File: src/rtl/chm_pkg.sv
// Shared constants, types and codes of the chained hash map.
package chm_pkg;

  localparam int MAX_BUCKETS = 256;
  localparam int POOL_NODES  = 768;
  localparam int VALUE_WIDTH = 64;
  localparam int KEY_W       = 32;
  localparam int VALUE_W     = 64;
  localparam int BC_W        = 9;
  localparam int TOTAL_SLOTS = MAX_BUCKETS + POOL_NODES;
  localparam int SLOT_W      = $clog2(TOTAL_SLOTS);
  localparam int HEAD_W      = $clog2(MAX_BUCKETS);
  localparam int POOL_W      = $clog2(POOL_NODES + 1);
  localparam int CNT_W       = $clog2(TOTAL_SLOTS + 1);
  localparam int DIVC_W      = $clog2(KEY_W);
  // floor(x / 5) as (x * RECIP5) >> RECIP5_SH, exact for x up to 4 * 256.
  localparam int RECIP5      = 3277;
  localparam int RECIP5_SH   = 14;

  localparam logic [1:0] ST_STORED   = 2'd0;
  localparam logic [1:0] ST_FOUND    = 2'd1;
  localparam logic [1:0] ST_ABSENT   = 2'd2;
  localparam logic [1:0] ST_POOLFULL = 2'd3;

  localparam logic OP_SET = 1'b0;
  localparam logic OP_GET = 1'b1;

  typedef struct packed {
    logic [KEY_W-1:0]       key;
    logic [VALUE_WIDTH-1:0] value;
    logic                   has_link;
    logic [SLOT_W-1:0]      link;
  } entry_t;

  typedef struct packed {
    logic       load;
    logic       div_step;
    logic       div_last;
    logic       slot_from_link;
    logic       write_fill;
    logic       write_overwrite;
    logic       write_link;
    logic       write_node;
    logic       result_load;
    logic [1:0] result_status;
  } cmd_t;

  typedef struct packed {
    logic op_get;
    logic head_empty;
    logic key_match;
    logic has_link;
    logic pool_full;
  } sts_t;

endpackage

File: src/rtl/chm_ctrl.sv
// Controller state machine sequencing modulo, chain walk and result hand-off.
module chm_ctrl (
  input  logic          clk_i,
  input  logic          rst_ni,
  input  logic          in_valid_i,
  output logic          in_ready_o,
  output logic          out_valid_o,
  input  logic          out_ready_i,
  input  chm_pkg::sts_t sts_i,
  output chm_pkg::cmd_t cmd_o
);
  localparam logic [2:0] S_IDLE = 3'd0;
  localparam logic [2:0] S_DIV  = 3'd1;
  localparam logic [2:0] S_LOOK = 3'd2;
  localparam logic [2:0] S_EVAL = 3'd3;
  localparam logic [2:0] S_NODE = 3'd4;
  localparam logic [2:0] S_DONE = 3'd5;

  logic [2:0]                  state_q, state_d;
  logic [chm_pkg::DIVC_W-1:0]  cnt_q, cnt_d;

  assign in_ready_o  = (state_q == S_IDLE);
  assign out_valid_o = (state_q == S_DONE);

  always_comb begin
    state_d = state_q;
    cnt_d   = cnt_q;
    cmd_o   = '0;
    case (state_q)
      S_IDLE: begin
        if (in_valid_i) begin
          cmd_o.load = 1'b1;
          cnt_d      = '0;
          state_d    = S_DIV;
        end
      end
      S_DIV: begin
        cmd_o.div_step = 1'b1;
        cnt_d          = cnt_q + 1'b1;
        if (cnt_q == chm_pkg::DIVC_W'(chm_pkg::KEY_W - 1)) begin
          cmd_o.div_last = 1'b1;
          state_d        = S_LOOK;
        end
      end
      S_LOOK: begin
        if (sts_i.head_empty) begin
          cmd_o.result_load = 1'b1;
          state_d           = S_DONE;
          if (sts_i.op_get) begin
            cmd_o.result_status = chm_pkg::ST_ABSENT;
          end else begin
            cmd_o.write_fill    = 1'b1;
            cmd_o.result_status = chm_pkg::ST_STORED;
          end
        end else begin
          state_d = S_EVAL;
        end
      end
      S_EVAL: begin
        if (sts_i.key_match) begin
          cmd_o.result_load = 1'b1;
          state_d           = S_DONE;
          if (sts_i.op_get) begin
            cmd_o.result_status = chm_pkg::ST_FOUND;
          end else begin
            cmd_o.write_overwrite = 1'b1;
            cmd_o.result_status   = chm_pkg::ST_STORED;
          end
        end else if (sts_i.has_link) begin
          cmd_o.slot_from_link = 1'b1;
          state_d              = S_LOOK;
        end else if (sts_i.op_get) begin
          cmd_o.result_load   = 1'b1;
          cmd_o.result_status = chm_pkg::ST_ABSENT;
          state_d             = S_DONE;
        end else if (sts_i.pool_full) begin
          cmd_o.result_load   = 1'b1;
          cmd_o.result_status = chm_pkg::ST_POOLFULL;
          state_d             = S_DONE;
        end else begin
          cmd_o.write_link = 1'b1;
          state_d          = S_NODE;
        end
      end
      S_NODE: begin
        cmd_o.write_node    = 1'b1;
        cmd_o.result_load   = 1'b1;
        cmd_o.result_status = chm_pkg::ST_STORED;
        state_d             = S_DONE;
      end
      S_DONE: begin
        if (out_ready_i) begin
          state_d = S_IDLE;
        end
      end
      default: begin
        state_d = S_IDLE;
      end
    endcase
  end

  always_ff @(posedge clk_i or negedge rst_ni) begin
    if (!rst_ni) begin
      state_q <= S_IDLE;
      cnt_q   <= '0;
    end else begin
      state_q <= state_d;
      cnt_q   <= cnt_d;
    end
  end

  // The table lookup only evaluates read data from a read issued the cycle before.
  a_eval_after_look: assert property (@(posedge clk_i) disable iff (!rst_ni)
    state_q == S_EVAL |-> $past(state_q) == S_LOOK)
    else $error("evaluation without a preceding read");

  // An accepted item always starts the modulo.
  a_accept_to_div: assert property (@(posedge clk_i) disable iff (!rst_ni)
    in_valid_i && in_ready_o |=> state_q == S_DIV && cnt_q == '0)
    else $error("accepted item did not start the modulo");

  // A pool node is only written right after its parent's link was written.
  a_node_after_link: assert property (@(posedge clk_i) disable iff (!rst_ni)
    state_q == S_NODE |-> $past(cmd_o.write_link))
    else $error("node fill without link update");
endmodule

File: config.mk
export PLATFORM = sky130hd
export DESIGN_NAME = chm_ctrl
export DESIGN_NICKNAME = d
export VERILOG_FILES = /design/src/rtl/chm_pkg.sv /design/src/rtl/chm_ctrl.sv
export SDC_FILE = /design/constraint.sdc
export NUM_CORES = 1
export LEC_CHECK = 0
export ABC_AREA = 1
export BUFFER_PORTS_ARGS = -buffer_cell sky130_fd_sc_hd__buf_4
export CORE_AREA = 2 2 39 41
export DETAILED_ROUTE_END_ITERATION = 7
export DIE_AREA = 0 0 41 43
export PLACE_DENSITY = 0.75
export SLEW_MARGIN = 20
export SYNTH_ARGS = -nofsm -noshare
export SYNTH_HDL_FRONTEND = slang
export SYNTH_SLANG_ARGS = --single-unit
File: constraint.sdc
create_clock -name clk_i -period 3 [get_ports clk_i]
set_input_delay 0.45 -clock clk_i [delete_from_list [all_inputs] [get_ports clk_i]]
set_output_delay 0.45 -clock clk_i [all_outputs]
set_load 0.01 [all_outputs]
Yosys cells after proc, flatten, opt, wreduce, memory -nomap -nowiden --
Cells that the tools add are included. W data, S select, Z words.
Storage, ports and cells: output and inout bits 13, memory bits (read-only) 0, register bits 8, bits in latches 0, memory bits (writable) 0, memories kept 0, input port bits 9
Cells by class: eq/ne operators 9, magnitude comparators 0, muxes and demuxes 36, $mul 0, divide/modulo/power cells 0, $add $sub $neg 1, bitwise operators 0, shifts and indexed selects 0, reduce and logical (&&, ||, !) cells 4
Operators by type and width (count):
- $mux W3 | 12
- $pmux W3 S6 | 1
- $mux W1 | 17
- $pmux W5 S2 | 1
- $pmux W3 S3 | 1
- $eq A3 B2 Y1 const B | 2
- $eq A3 B3 Y1 const B | 2
- $mux W2 | 3
- $add A5 B1 Y5 const B | 1
- $eq A5 B5 Y1 const B | 1
- $mux W5 | 1
- $ne A2 B2 Y1 const B | 2
- $eq A3 B1 Y1 const B | 1
- $logic_not A3 Y1 | 1
- $reduce_and A3 Y1 | 1
- $ne A2 B1 Y1 const B | 1
- $reduce_and A2 Y1 | 1
- $reduce_bool A2 Y1 | 1

Depth between registers and ports, before layout --
Gate-level depths: netlist of the first run.
word-level depth 5, depth in mapped cells 10, gate-level depth less buffers 10

Worst setup path before layout of the first run --
OpenSTA, ideal clock, no wires.
kind register to output, start point register state_q[0], end point output cmd_o[0] (netlist name), cell stages (with the launch flop) 5, data arrival time 1.032 ns, data required time 2.550 ns, slack 1.518 ns, cell sequence dfrtp_1 -> nand2_1 -> nor2_2 -> nand2_1 -> a211oi_1
RTL lines:
- start, declared | RTL line chm_ctrl.sv:19 | logic [2:0] state_q, state_d;
- start signal, assigned | RTL line chm_ctrl.sv:107 | state_q <= state_d;
- end, declared | RTL line chm_ctrl.sv:10 | output chm_pkg::cmd_t cmd_o

==> results of run 1 <==
-- critical path, cell delays in order, from the launching register on --
cell and delay, ns:
dfrtp_1 0.40, ha_1 0.22, nand2_1 0.08, nor2_1 0.05, ha_1 0.17, inv_1 0.07, nor2_1 0.05, buf_4 0.14
-- routing by layer --
layer  vias to the layer above  share of wire  routed length [µm]  global-route usage
met5                         -              0                   0                   0
met1                       277           0.41                 543               0.223
met3                         0          0.047                  62              0.0524
met4                         0              0                   0              0.0800
met2                        18           0.54                 712               0.306
li1                        323              -                   -                   -
-- final cells by class --
type,count,area [µm²],share of cell area
tap,16,20.0,0.0259
clock buffer,3,22.5,0.0291
timing repair buffer,22,168,0.217
multi-input combinational,61,314,0.406
sequential,8,200,0.259
inverter,13,48.8,0.0631
-- synth_stat cells, drive strengths merged --
library cell	instances	area (µm²)
dfrtp	8	200
nor4	1	6.26
ha	2	25.0
nor2	13	56.3
clkinv	1	3.75
o21ai	6	33.8
o22ai	1	6.26
a211oi	1	7.51
nand3	10	55.1
a21oi	2	10.0
a22o	2	17.5
nor3	2	10.0
inv	12	45.0
nand4	2	12.5
nand2	19	73.8
-- report_power, final --
group          internal [mW]  switching, mW  total [mW]
registers              0.141         0.0424       0.184
logic                  0.129          0.180       0.309
clock network         0.0456         0.0338      0.0794
total                  0.316          0.256       0.572
-- cell families (layout without fill, tap and decap cells) --
kind of cell             count (synthesis)  in the layout  synth area share
AO/OA/AOI/OAI                           12             12             0.133
adder cells (fa/ha/maj)                  2              2            0.0444
buffers and inverters                   13             38            0.0867
flip-flops                               8              8             0.356
AND/OR/NAND/NOR                         47             47             0.380
-- worst max-delay path by stage --
stage | start | to | depth (start not counted)
after global placement | cnt_q[0]$_DFFE_PN0P_ | cmd_o[8] | 7
after global routing | cnt_q[0]$_DFFE_PN0P_ | cmd_o[8] | 7
after CTS | cnt_q[0]$_DFFE_PN0P_ | cmd_o[8] | 7
final | cnt_q[0]$_DFFE_PN0P_ | cmd_o[8] | 7
after floorplan | state_q[0]$_DFFE_PN0P_ | cmd_o[0] | 4
after detailed placement | cnt_q[0]$_DFFE_PN0P_ | cmd_o[8] | 7
-- stage by stage --
step,utilization,power (mW)
3_3_place_gp,0.535,0.490
3_5_place_dp,0.535,0.497
5_1_grt,0.559,0.630
2_1_floorplan,-,0.380
6_report,0.559,0.572
4_1_cts,0.552,0.581
-- flip-flops by register name (all words and copies together), names as in the netlist --
register / flops
cnt_q: 5
state_q: 3
==> reports/metrics.yaml, run 1 <==
power_and_ir_drop:
  power_density_nw_per_um2: 739
  p_leak_nw: 0.424
  irDropWorstVdd_uv: 360
critical_path:
  critical_path_arrival_ns: 1.43
  end_kind: "output port"
  path_max_fanout: 4
  worstPathRequired_ns: 2.55
  timing.rr.end: "state_q[0]$_DFFE_PN0P_"
  reg2reg_setup_slack_ns: 1.55
  worstSetupStartpointType: "flop"
  rr_worst_depth: 10
  reg2reg_from: "cnt_q[0]$_DFFE_PN0P_"
  path_class: "reg -> out"
sta:
  setup_viol: 0
  hold_violations: 0
  worst_slack_ns: 1.12
  skew_ns: 0.00362
  tightest_slew_ns: 0.360
  fin_crit_sh: 0.625
  final.setup.tns_ns: 0
  fmax_ghz: 0.533
  hold_slack_ns: 0.501
  period_minus_slack_ns: 1.88
  slew_headroom: 0.758
  rsz0062_at_grt: "false"
  maxSlewViolCount: 0
worst_hold_path:
  whs_path_depth: 2
  min_from: "cnt_q[3]$_DFFE_PN0P_"
  holdCritPathClass: "reg -> reg"
  min_delay_worst_endpoint: "cnt_q[3]$_DFFE_PN0P_"
layout:
  drive_above_1_share: 0.280
  final_cells: 123
  area_delta_synth_final_pct: 37.3
  finalNetCount: 120
  final_area_um2: 773
  layout_common_cells: "21 x buf_4, 18 x nand2_1, 12 x inv_1"
  final_common_cell: "buf_4"
  antennaDiodeCount: 0
  n_fill_cell: 149
floorplan:
  ios: 22
  die_area_um2: 1760
  die_y_um: 43
  core_area_um2: 1380
  start_util: 0.407
  chipWidth_um: 41
  rows: 14
cts:
  clkTransAtPathRegs_ns: 0.05
  cts_resized: 0
  cts_tree: "done"
  cts_num_sinks: 8
  cts.path.max_buffers: 2
  clock_latency_ns: 0.25
  h-tree-depth: 1
  cts_setup_buffers: 0
  ctsHoldBuffers: 0
  cts_buffers: 3
  clockRootBuffer: "clkbuf_4"
logic_synthesis:
  ys_ff_latch: 8
  synth_area_um2: 563
  synth_cell_types: 20
  ys_seq_area_frac: 0.356
  synth_warnings: 0
  synth.avg_cell_area_um2: 6.87
  synthCells: 82
  synth_fp_nets: 93
detailed_routing:
  drtAntennaViolNets: 0
  postRouteWirelength_um: 1320
  num_vias: 618
  viasPerCell: 5.02
  wl_per_cell_um: 10.7
  dr.pass1.iters: 4
  drc: 0
  dr.first_iter.drc_count: 9
grt:
  grt_max_degree: 9
  grt_pass1_wl_um: 2260
  antenna_found_initial: 0
  first_global_vias: 584
  grt-ovfl-total: 0
  grt_util_all_layers: 0.190
run_status:
  status: "finished, final reports clean"
flow_run:
  maxCapViolCount: 0
placement:
  port-buffer-count: 21
  place.gp.congestion: 0.767
  post_dp_cell_area_um2: 741
  place_inst: 119
  pre_cts_ws_ns: 1.37
  hpwl_um: 1120
Power figures use the tool's default switching activity.
==> inputs of run 2 (changes only) <==
- ABC_AREA: 1 -> 0
- CORE_AREA: 2 2 39 41 -> not set
- CORE_MARGIN: not set -> 2
- CORE_UTILIZATION: not set -> 45
- DIE_AREA: 0 0 41 43 -> not set
- PLACE_DENSITY: 0.75 -> 0.78
- clock period: 3 -> 1.9 ns (I/O delays scaled with it)
==> run 2 against run 1 <==
  * Clock skew shrank 0.0021 ns
  * Critical endpoint is now cmd_o[1]
  * Clock-buffer cell count stayed put
  * Power grew 70%
  * Via count down 2.1%
  * Synthesized cell count down 18%
  * Cell area increased by 9.1%
  * Setup slack worse by 1.1 ns
  * Routed wire length up 15%
  * Sequential power increased by 66%
  * Clock power grew 71%
==> reports/metrics.yaml, run 2 <==
logic_synthesis:
  ys_seq_area_frac: 0.338
  synthCells: 67
  synth_cell_types: 31
  synth_warnings: 0
  synth_common_cells: "8 x dfrtp_1, 7 x nor2_1, 5 x a22o_1"
  synth_area_um2: 593
  synth-edff-count: 0
  synth_ff_type: "dfrtp_1"
  synth_area_leaders: "dfrtp_1 34%, a22o_1 7.4%, nor2_1 4.4%"
  synth_fp_nets: 78
  synth.avg_cell_area_um2: 8.85
  yosysTopAreaCell: "dfrtp_1"
  yosysMostFrequentCell: "dfrtp_1"
  synth.top_cell.area_share: 0.338
  ys_ff_latch: 8
  async_flop_share: 1.00
sta:
  period_minus_slack_ns: 1.84
  skew_ns: 0.00156
  rsz0062_at_grt: "true"
  worst_slack_ns: 0.0566
  slew_headroom: 0.575
  fmax_ghz: 0.542
  fin_crit_sh: 0.970
  maxSlewViolCount: 0
  setup_viol: 0
  tightest_slew_ns: 0.631
  hold_violations: 0
  hold_slack_ns: 0.311
cts:
  clock_latency_ns: 0.25
  clockRootBuffer: "clkbuf_4"
  clkTransAtPathRegs_ns: 0.06
  cts_buffers: 3
  cts.path.max_buffers: 2
  cts_num_sinks: 8
  h-tree-depth: 1
  cts_tree: "done"
placement:
  place.gp.congestion: 0.785
  pre_cts_ws_ns: 0.231
  hpwl_um: 1010
  port-buffer-count: 21
  post_dp_cell_area_um2: 774
critical_path:
  path_max_fanout: 6
  path_cells: "nand3b_4 > or3_4 > a221oi_2 > buf_4"
  critPathSlowestCell: "dfrtp_1"
  worstSetupStartpointType: "flop"
  end_kind: "output port"
  slowest_delay_ns: 0.37
  crit_family: "simple AND/OR/NAND/NOR gates"
  reg2reg_setup_slack_ns: 0.34
  rr_worst_depth: 6
  critical_path_arrival_ns: 1.56
  timing.rr.end: "state_q[0]$_DFFE_PN0P_"
  worst-path-buf-inv: 1
  reg2reg_from: "cnt_q[0]$_DFFE_PN0P_"
  worstPathRequired_ns: 1.62
  path_class: "reg -> out"
worst_hold_path:
  min_delay_worst_endpoint: "state_q[1]$_DFFE_PN0P_"
  holdCritPathClass: "in -> reg"
  min_from: "sts_i[3]"
  whs_path_depth: 4
layout:
  top_register: "cnt_q"
  final_common_cell: "buf_4"
  layout_common_cells: "26 x buf_4, 8 x dfrtp_1, 6 x nor2_1"
  drive_above_1_share: 0.409
  area_delta_synth_final_pct: 42.2
  final_area_um2: 843
  finalNetCount: 106
  top_regs: "cnt_q: 5 flops, state_q: 3 flops"
  antennaDiodeCount: 0
  largest_reg_flops: 5
grt:
  grt_pass1_wl_um: 1960
  antenna_found_initial: 0
  grt_max_degree: 17
  first_global_vias: 432
  grt_util_all_layers: 0.193
  grt-ovfl-total: 0
floorplan:
  ios: 22
  die_y_um: 40.3
  die_area_um2: 1620
  rows: 13
  core_area_um2: 1270
  chipWidth_um: 40.3
  start_util: 0.467
detailed_routing:
  viasPerCell: 5.60
  drc: 0
  dr.first_iter.drc_count: 28
  postRouteWirelength_um: 1520
  num_vias: 605
  drtAntennaViolNets: 0
  dr.pass1.iters: 4
  wl_per_cell_um: 14.0
power_and_ir_drop:
  irDropWorstVdd_uv: 759
  p_leak_nw: 0.391
  fin_total_pwr_mw: 0.972
  power_density_nw_per_um2: 1150
run_status:
  status: "finished, final reports clean"
flow_run:
  maxCapViolCount: 0
==> run 2: cell types whose count changed in the layout (fill, tap and decap cells not counted), moves of 3 or more <==
cell / change
buf_4: +5
nor2_1: -4
nand3_1: -6
inv_1: -9
nand2_1: -15
a22o_1: +3
==> run 2: worst max path at each step <==
stage,from,to,slack [ns],cells past startpoint
finish,state_q[2]$_DFFE_PN0P_,cmd_o[1],0.06,4
global route,state_q[2]$_DFFE_PN0P_,cmd_o[1],-0.02,4
global placement,state_q[2]$_DFFE_PN0P_,cmd_o[1],0.29,4
CTS,cnt_q[0]$_DFFE_PN0P_,cmd_o[8],0.02,5
floorplan,state_q[2]$_DFFE_PN0P_,cmd_o[1],0.36,3
detailed placement,state_q[2]$_DFFE_PN0P_,cmd_o[1],0.23,4
==> run 2: area by class of cell <==
| class | count | area, µm² |
|---|---|---|
| sequential | 8 | 200 |
| inverter | 3 | 11.3 |
| multi-input combinational | 52 | 385 |
| fill | 109 | 425 |
| timing repair buffer | 27 | 205 |
| clock buffer | 3 | 22.5 |
| tap | 15 | 18.8 |
==> run 2: worst min-delay path: cells and delay by family <==
family / cells / cell delay [ns]
simple gates: 2 / 0.08
compound gates: 1 / 0.06
buf+inv: 1 / 0.09
==> run 2: cell families (layout without fill, tap and decap cells) <==
group           after synthesis  count (layout)  share of synthesized area
buf+inv                       7              33                     0.0485
simple gates                 33              33                      0.325
compound gates               14              14                      0.192
fa+ha+maj                     2               2                     0.0422
mux                           3               3                     0.0549
flops                         8               8                      0.338
==> run 2: layer usage <==
layer | vias up | routed length (µm) | track usage
li1 | 304 | - | -
met1 | 281 | 711 | 0.278
met2 | 18 | 734 | 0.258
met3 | 2 | 56 | 0.0333
met4 | 0 | 14 | 0.125
met5 | - | 0 | 0
==> run 2: repair_timing <==
action / 4_1_cts / 5_1_grt
hold endpoints to repair: 8 / 0
buffers inserted: 0 / 2
pin swaps: 0 / 0
hold buffers: 1 / 0
setup endpoints to repair: 1 / 2
resized for setup: 2 / 3
==> run 2: power by group <==
| part | leakage (nW) | total [mW] | switching, mW | internal (mW) |
|---|---|---|---|---|
| clock | 0.0138 | 0.136 | 0.0631 | 0.0727 |
| combinational | 0.280 | 0.530 | 0.244 | 0.286 |
| sequential | 0.0970 | 0.305 | 0.0600 | 0.245 |
| total | 0.391 | 0.972 | 0.367 | 0.604 |
==> run 2: per-stage QoR <==
stage | util | cells | TNS (ns)
2_1_floorplan | - | 67 | 0
3_3_place_gp | 0.610 | 102 | 0
3_5_place_dp | 0.610 | 102 | 0
4_1_cts | 0.647 | 106 | 0
5_1_grt | 0.665 | 108 | -0.0168
6_report | 0.665 | 108 | 0
